**config.mk**
```make
export PLATFORM = sky130hd
export DESIGN_NAME = utc_to_local_time_with_calendar
export DESIGN_NICKNAME = d
export VERILOG_FILES = /design/src/rtl/utlc_pkg.sv /design/src/rtl/utc_to_local_time_with_calendar.sv /design/src/rtl/utlc_calc.sv
export SDC_FILE = /design/constraint.sdc
export NUM_CORES = 1
export LEC_CHECK = 0
export BUFFER_PORTS_ARGS = -buffer_cell sky130_fd_sc_hd__buf_2
export CAP_MARGIN = 15
export CORE_ASPECT_RATIO = 1.5
export CORE_UTILIZATION = 32
export DETAILED_ROUTE_END_ITERATION = 8
export PLACE_DENSITY = 0.58
export RECOVER_POWER = 25
export SYNTH_ARGS = -nofsm -noshare
export SYNTH_HDL_FRONTEND = slang
export SYNTH_SLANG_ARGS = --single-unit
```
**constraint.sdc**
```tcl
create_clock -name clock -period 4.7 [get_ports clock]
set_input_delay 0.47 -clock clock [delete_from_list [all_inputs] [get_ports clock]]
set_output_delay 0.47 -clock clock [all_outputs]
set_load 0.03 [all_outputs]
```
**src/rtl/utlc_pkg.sv**
```systemverilog
// Shared types, constants and calendar helpers for the UTC-to-local converter.
package utlc_pkg;

   localparam int unsigned CSR_DATA_W = 32;
   localparam int unsigned CSR_ADDR_W = 3;
   localparam logic CSR_ZONE_IDX = 1'b0;

   localparam logic [7:0] ZONE_RESET = 8'h00;

   typedef struct packed {
      logic [5:0] minute;
      logic [4:0] hour;
      logic [4:0] day;
      logic [3:0] month;
      logic [7:0] year;
   } utc_type;

   typedef struct packed {
      logic [7:0] minute;
      logic [7:0] hour;
      logic [7:0] day;
      logic [7:0] month;
      logic [7:0] year;
   } local_type;

   localparam int unsigned REQ_DATA_W = 32;
   localparam int unsigned RSP_DATA_W = 40;

   function automatic logic is_leap(input logic [7:0] yr);
      return (yr[1:0] == 2'b00);
   endfunction

   function automatic logic is_short_month(input logic [7:0] mo);
      return (mo == 8'd4) || (mo == 8'd6) || (mo == 8'd9) || (mo == 8'd11);
   endfunction

   function automatic logic [7:0] quarter_minutes(input logic [1:0] code);
      logic [7:0] q;
      unique case (code)
         2'd1: q = 8'd15;
         2'd2: q = 8'd30;
         2'd3: q = 8'd45;
         default: q = 8'd0;
      endcase
      return q;
   endfunction

endpackage

```
**src/rtl/utc_to_local_time_with_calendar.sv**
```systemverilog
// Top level: UTC timestamp stream in, local timestamp stream out, zone register.
//
// Usage:
//   req_ stream carries one UTC timestamp per item; rsp_ stream returns the
//   local timestamp for it, one result per item, in order.
//   The zone register (byte address 0 of the csr_ port) holds the offset:
//   bit 7 add/subtract, bits 6:5 quarter hours, bits 4:0 whole hours.
//   Write it only while no item is in flight.
// Pipeline:
//   An item is captured in the input register, converted by the calendar
//   logic and loaded into the result register.
//   One item per cycle is accepted steadily while rsp_tready stays high;
//   the two registers form a two-deep pipeline.
// Reset:
//   Both stages are emptied and the zone register returns to 0 (UTC).
// Stall:
//   While rsp_tready is low the result holds; the input register keeps one
//   more item, then req_tready drops until the output drains.
module utc_to_local_time_with_calendar
   import utlc_pkg::*;
(
   input  logic                  clock,
   input  logic                  reset,
   input  logic                  req_tvalid,
   output logic                  req_tready,
   // year[7:0], month[11:8], day[16:12], hour[21:17], minute[27:22], zero pad
   input  logic [REQ_DATA_W-1:0] req_tdata,
   output logic                  rsp_tvalid,
   input  logic                  rsp_tready,
   // year[7:0], month[15:8], day[23:16], hour[31:24], minute[39:32]
   output logic [RSP_DATA_W-1:0] rsp_tdata,
   input  logic                  csr_psel,
   input  logic                  csr_penable,
   input  logic                  csr_pwrite,
   input  logic [CSR_ADDR_W-1:0] csr_paddr,
   input  logic [CSR_DATA_W-1:0] csr_pwdata,
   output logic [CSR_DATA_W-1:0] csr_prdata,
   output logic                  csr_pready
);

   logic [7:0] zone_ff;
   logic [7:0] zone_in;
   logic       s1_valid_ff;
   logic       s1_valid_in;
   utc_type    s1_data_ff;
   logic       rsp_valid_ff;
   logic       rsp_valid_in;
   local_type  rsp_data_ff;
   local_type  calc_out;
   logic       s1_advance;
   logic       req_take;
   logic       csr_wr;

   // csr port
   assign csr_pready = 1'b1;
   assign csr_wr     = csr_psel && csr_penable && csr_pwrite && csr_pready &&
                       (csr_paddr[2] == CSR_ZONE_IDX);
   assign zone_in    = csr_wr ? csr_pwdata[7:0] : zone_ff;
   assign csr_prdata = (csr_paddr[2] == CSR_ZONE_IDX) ? {24'd0, zone_ff} : '0;

   // pipeline control
   assign s1_advance   = s1_valid_ff && (!rsp_valid_ff || rsp_tready);
   assign req_tready   = !s1_valid_ff || s1_advance;
   assign req_take     = req_tvalid && req_tready;
   assign s1_valid_in  = req_take || (s1_valid_ff && !s1_advance);
   assign rsp_valid_in = s1_advance || (rsp_valid_ff && !rsp_tready);

   utlc_calc u_calc (
      .utc  (s1_data_ff),
      .zone (zone_ff),
      .loc  (calc_out)
   );

   always_ff @(posedge clock) begin
      if (reset) begin
         zone_ff      <= ZONE_RESET;
         s1_valid_ff  <= 1'b0;
         rsp_valid_ff <= 1'b0;
      end else begin
         zone_ff      <= zone_in;
         s1_valid_ff  <= s1_valid_in;
         rsp_valid_ff <= rsp_valid_in;
      end
   end

   always_ff @(posedge clock) begin
      if (req_take) begin
         s1_data_ff <= utc_type'({req_tdata[27:22], req_tdata[21:17], req_tdata[16:12],
                                  req_tdata[11:8], req_tdata[7:0]});
      end
      if (s1_advance) begin
         rsp_data_ff <= calc_out;
      end
   end

   assign rsp_tvalid = rsp_valid_ff;
   assign rsp_tdata  = {rsp_data_ff.minute, rsp_data_ff.hour, rsp_data_ff.day,
                        rsp_data_ff.month, rsp_data_ff.year};

`ifndef ASSERT_OFF
   a_take_fills_s1: assert property (@(posedge clock) disable iff (reset)
      req_tvalid && req_tready |=> s1_valid_ff)
      else $error("accepted item not held in input stage");

   a_s1_moves_out: assert property (@(posedge clock) disable iff (reset)
      s1_valid_ff && rsp_tready |=> rsp_valid_ff)
      else $error("input stage did not move to result register");

   a_block_only_full: assert property (@(posedge clock) disable iff (reset)
      !req_tready |-> s1_valid_ff && rsp_valid_ff)
      else $error("input blocked while pipeline not full");

   a_zone_only_on_write: assert property (@(posedge clock) disable iff (reset)
      !$past(csr_wr) |-> $stable(zone_ff))
      else $error("zone register changed without a write");
`endif

endmodule

```
**src/rtl/utlc_calc.sv**
```systemverilog
// Zone offset and one-day calendar rollover for one timestamp.
module utlc_calc
   import utlc_pkg::*;
(
   input  utc_type    utc,
   input  logic [7:0] zone,
   output local_type  loc
);

   always_comb begin
      logic [7:0] yr;
      logic [7:0] mo;
      logic [7:0] dy;
      logic [7:0] hr;
      logic [7:0] mn;
      logic [7:0] zh;
      logic [7:0] qmin;
      logic       fwd;
      logic       back;
      logic       cy;

      yr   = utc.year;
      mo   = {4'd0, utc.month};
      dy   = {3'd0, utc.day};
      hr   = {3'd0, utc.hour};
      mn   = {2'd0, utc.minute};
      zh   = {3'd0, zone[4:0]};
      qmin = quarter_minutes(zone[6:5]);
      fwd  = 1'b0;
      back = 1'b0;
      cy   = 1'b0;

      if (zone[7]) begin
         mn = mn + qmin;
         if (mn > 8'd59) begin
            mn = mn - 8'd60;
            cy = 1'b1;
         end
         hr = hr + zh + {7'd0, cy};
         if (hr > 8'd23) begin
            hr  = hr - 8'd24;
            fwd = 1'b1;
         end
      end else begin
         if (mn < qmin) begin
            mn = mn + 8'd60;
            cy = 1'b1;
         end
         mn = mn - qmin;
         hr = 8'd24 + hr - zh - {7'd0, cy};
         if (hr > 8'd23) begin
            hr = hr - 8'd24;
         end else begin
            back = 1'b1;
         end
      end

      if (fwd) begin
         dy = dy + 8'd1;
         priority if (dy == 8'd29 && mo == 8'd2 && !is_leap(yr)) begin
            dy = 8'd1;
            mo = 8'd3;
         end else if (dy == 8'd30 && mo == 8'd2 && is_leap(yr)) begin
            dy = 8'd1;
            mo = 8'd3;
         end else if (dy == 8'd31 && is_short_month(mo)) begin
            dy = 8'd1;
            mo = mo + 8'd1;
         end else if (dy >= 8'd32) begin
            dy = 8'd1;
            mo = mo + 8'd1;
            if (mo > 8'd12) begin
               mo = 8'd1;
               yr = yr + 8'd1;
            end
         end else begin
            dy = dy;
         end
      end else if (back) begin
         dy = dy - 8'd1;
         if (dy == 8'd0) begin
            dy = 8'd31;
            mo = mo - 8'd1;
            priority if (mo == 8'd0) begin
               mo = 8'd12;
               yr = yr - 8'd1;
            end else if (mo == 8'd2) begin
               dy = is_leap(yr) ? 8'd29 : 8'd28;
            end else if (is_short_month(mo)) begin
               dy = 8'd30;
            end else begin
               dy = dy;
            end
         end
      end

      loc.year   = yr;
      loc.month  = mo;
      loc.day    = dy;
      loc.hour   = hr;
      loc.minute = mn;
   end

endmodule
```
==> impl_metrics.yaml <==
route:
  wl_met1_um: 5511
  wl_met3_um: 474
  avgRoutedWirePerCell_um: 14.82
  drtAntennaViolNets: 0
  dr_total_vias: 4683
  vias_per_cell: 4.961
  drcViolationCount: 9
  wl_um: 13990
  drt_iter0_drc: 164
  drtPass1Iterations: 6
  wl_met2_um: 7790
  top_layer: "met4"
synthesis:
  avgSynthCellArea_um2: 9.703
  synth_most_common_cell: "edfxtp_1"
  synth-seq-area-share: 0.3728
  synth_top_area_share: 0.3381
  synth_warnings: 0
  synth-edff-count: 65
  synthArstFlopShare: 0
  ys.flop_type: "edfxtp_1"
  synth_common_cells: "65 x edfxtp_1, 53 x ha_1, 47 x nand2_1, 38 x nor2_1, 35 x a21oi_1"
  ys_seq_elements: 75
  synthCells: 595
  synth.area.top_cells: "edfxtp_1 34%, ha_1 11%, xnor2_1 4.1%"
  synth_top_cell_by_area: "edfxtp_1"
  syn_area_um2: 5773
  synth_cell_types: 75
clocking:
  clock_path_buffers: 2
  cts_max_level: 3
  cts-root-buf: "clkbuf_16"
  clk_pin_slew_ns: 0.06
  cts_made_buffers: 9
  clk_latency_ns: 0.34
  clock_sinks: 75
  ctsHoldBuffers: 0
  cts_tree: "built"
floorplanning:
  io_pins: 149
  die_w_um: 111.7
  die_area_um2: 18590
  core_region_area_um2: 17500
  die_y_um: 166.5
  placementRows: 59
  initial_utilization: 0.3300
critical_path:
  cp_max_fo: 6
  crit_type: "flip-flop to flip-flop"
  cp-start-kind: "flip-flop"
  crit_arrival_ns: 4.58
  crit_required_ns: 4.79
  crit_path_end_kind: "flip-flop"
final_layout:
  postLayoutCoreUtil: 0.4111
  drive_above_1_share: 0.2832
  layout.nets: 861
  stdcell_count: 944
  area_growth_pct: 24.58
  diodes: 0
run_status:
  status: "finished, violations left"
  violations: "design-rule violations"
sta:
  finClkSkew_ns: 0.006262
  setup_viol: 0
  finalCritPeriodShare: 0.9544
  worstMarginPinSlew_ns: 0.5852
  fin_crit_ns: 4.486
  drv_slew: 0
  clock.fmax_ghz: 0.2229
  finalSetupTns_ns: 0
  slew_headroom: 0.6063
  hold_viol: 0
grt:
  grt_pass1_wl_um: 21980
  grt_pass1_vias: 4535
  grt_antenna_before_repair: 0
  grt_start_max_net_pins: 38
  grt_remaining_overflow: 0
  grt_util_all_layers: 0.1507
place:
  gp_congestion: 0.8384
  hpwl_um: 10560
  dp.cells: 925
  io_buffers: 93
power_and_ir_drop:
  ir_worst_vdd_mv: 0.1342
  leakage_nw: 2.927
  power.density_nw_per_um2: 272.4
job:
  max_cap_violations: 0
hold_path:
  holdCritPathClass: "input pin to flip-flop"
routing by layer:
metal  track usage  vias to the layer above
li1              -                     2377
met1        0.1554                     2183
met2        0.2946                      108
met3       0.03057                       15
met4       0.05229                        0
met5             0                        -
flip-flops by register name, summed over array words and instances, names as in the netlist:
name / flops
s1_valid_ff: 1
rsp_tdata: 37
zone_ff: 8
rsp_tvalid: 1
s1_data_ff: 28
cell families (layout without fill, tap and decap cells):
kind of cell,after synthesis,count (layout),share of synthesized area
adders and majority gates,59,59,0.1357
other,2,25,0.001301
buffers and inverters,83,196,0.07412
xor gates and xnor gates,40,40,0.06329
DFF,75,75,0.3728
and+or+nand+nor,189,189,0.1725
muxes,8,8,0.01430
AOI/OAI and AO/OA,139,139,0.1660
worst paths after layout:
| path | startpoint | endpoint | slack [ns] | cells after the start |
|---|---|---|---|---|
| worst min-delay path | req_tdata[23] | s1_data_ff[23]$_DFFE_PP_ | 0.30 | 1 |
| worst min register to register | zone_ff[3]$_SDFFE_PP0P_ | zone_ff[3]$_SDFFE_PP0P_ | 0.49 | 2 |
| worst max-delay path | zone_ff[6]$_SDFFE_PP0P_ | rsp_tdata[6]$_DFFE_PP_ | 0.21 | 21 |
| worst max register to register | zone_ff[6]$_SDFFE_PP0P_ | rsp_tdata[6]$_DFFE_PP_ | 0.21 | 21 |
critical path, stage by stage, from the launching register on:
cell       delay, ns
dfxtp_2         0.36
inv_4           0.05
ha_1            0.18
nor2_2          0.15
nor2_4          0.07
ha_4            0.17
fa_2            0.41
nor4b_4         0.30
or3_4           0.19
o22a_1          0.17
fa_2            0.46
ha_1            0.19
o21ai_1         0.17
a21oi_2         0.09
o31a_1          0.28
o2111ai_2       0.19
buf_4           0.15
nor3_2          0.04
buf_4           0.17
and3_1          0.17
a41oi_2         0.18
xnor2_1         0.09
timing repair:
item | CTS | global route
pin swaps | 1 | 16
resized for setup | 5 | 45
setup endpoints to repair | 12 | 21
setup buffers | 0 | 6
report_power, final:
part           switching [mW]  internal, mW
logic                   0.288         0.197
registers              0.0359         0.777
clock network           0.258         0.403
total                   0.582          1.38
cell usage in the layout, fill, tap and decap left out, types with 13 or more instances in the layout:
cell type	synthesis	routed
a21oi_1	35	34
buf_2	0	82
buf_4	29	54
clkbuf_1	19	13
conb_1	2	25
edfxtp_1	65	65
ha_1	53	47
inv_1	30	26
nand2_1	47	47
nand3_1	14	14
nor2_1	38	36
nor2b_1	14	13
o21ai_0	30	25
xnor2_1	27	26
cell type report:
| cell class | instances | area (um^2) |
|---|---|---|
| clock inverters | 3 | 41.29 |
| repair buffers | 150 | 890.9 |
| well taps | 213 | 266.5 |
| multi-input cells | 460 | 3477 |
| clock buffers | 11 | 232.7 |
| fillers | 1766 | 10300 |
| flip-flops and latches | 75 | 2157 |
| inverters | 32 | 126.4 |
metrics by stage:
stage	cell area, um^2	worst slack, ns	hold slack, ns	total power [mW]
after CTS	6975	0.01374	0.2828	1.966
after floorplan	5868	0.02306	0.4485	1.166
final	7192	0.2143	0.2975	1.959
after global placement	6688	-0.05127	0.4700	1.291
after detailed placement	6688	-0.08018	0.4791	1.293
after global routing	7192	-0.02072	0.2852	2.057
(Power assumes the default switching activity.)
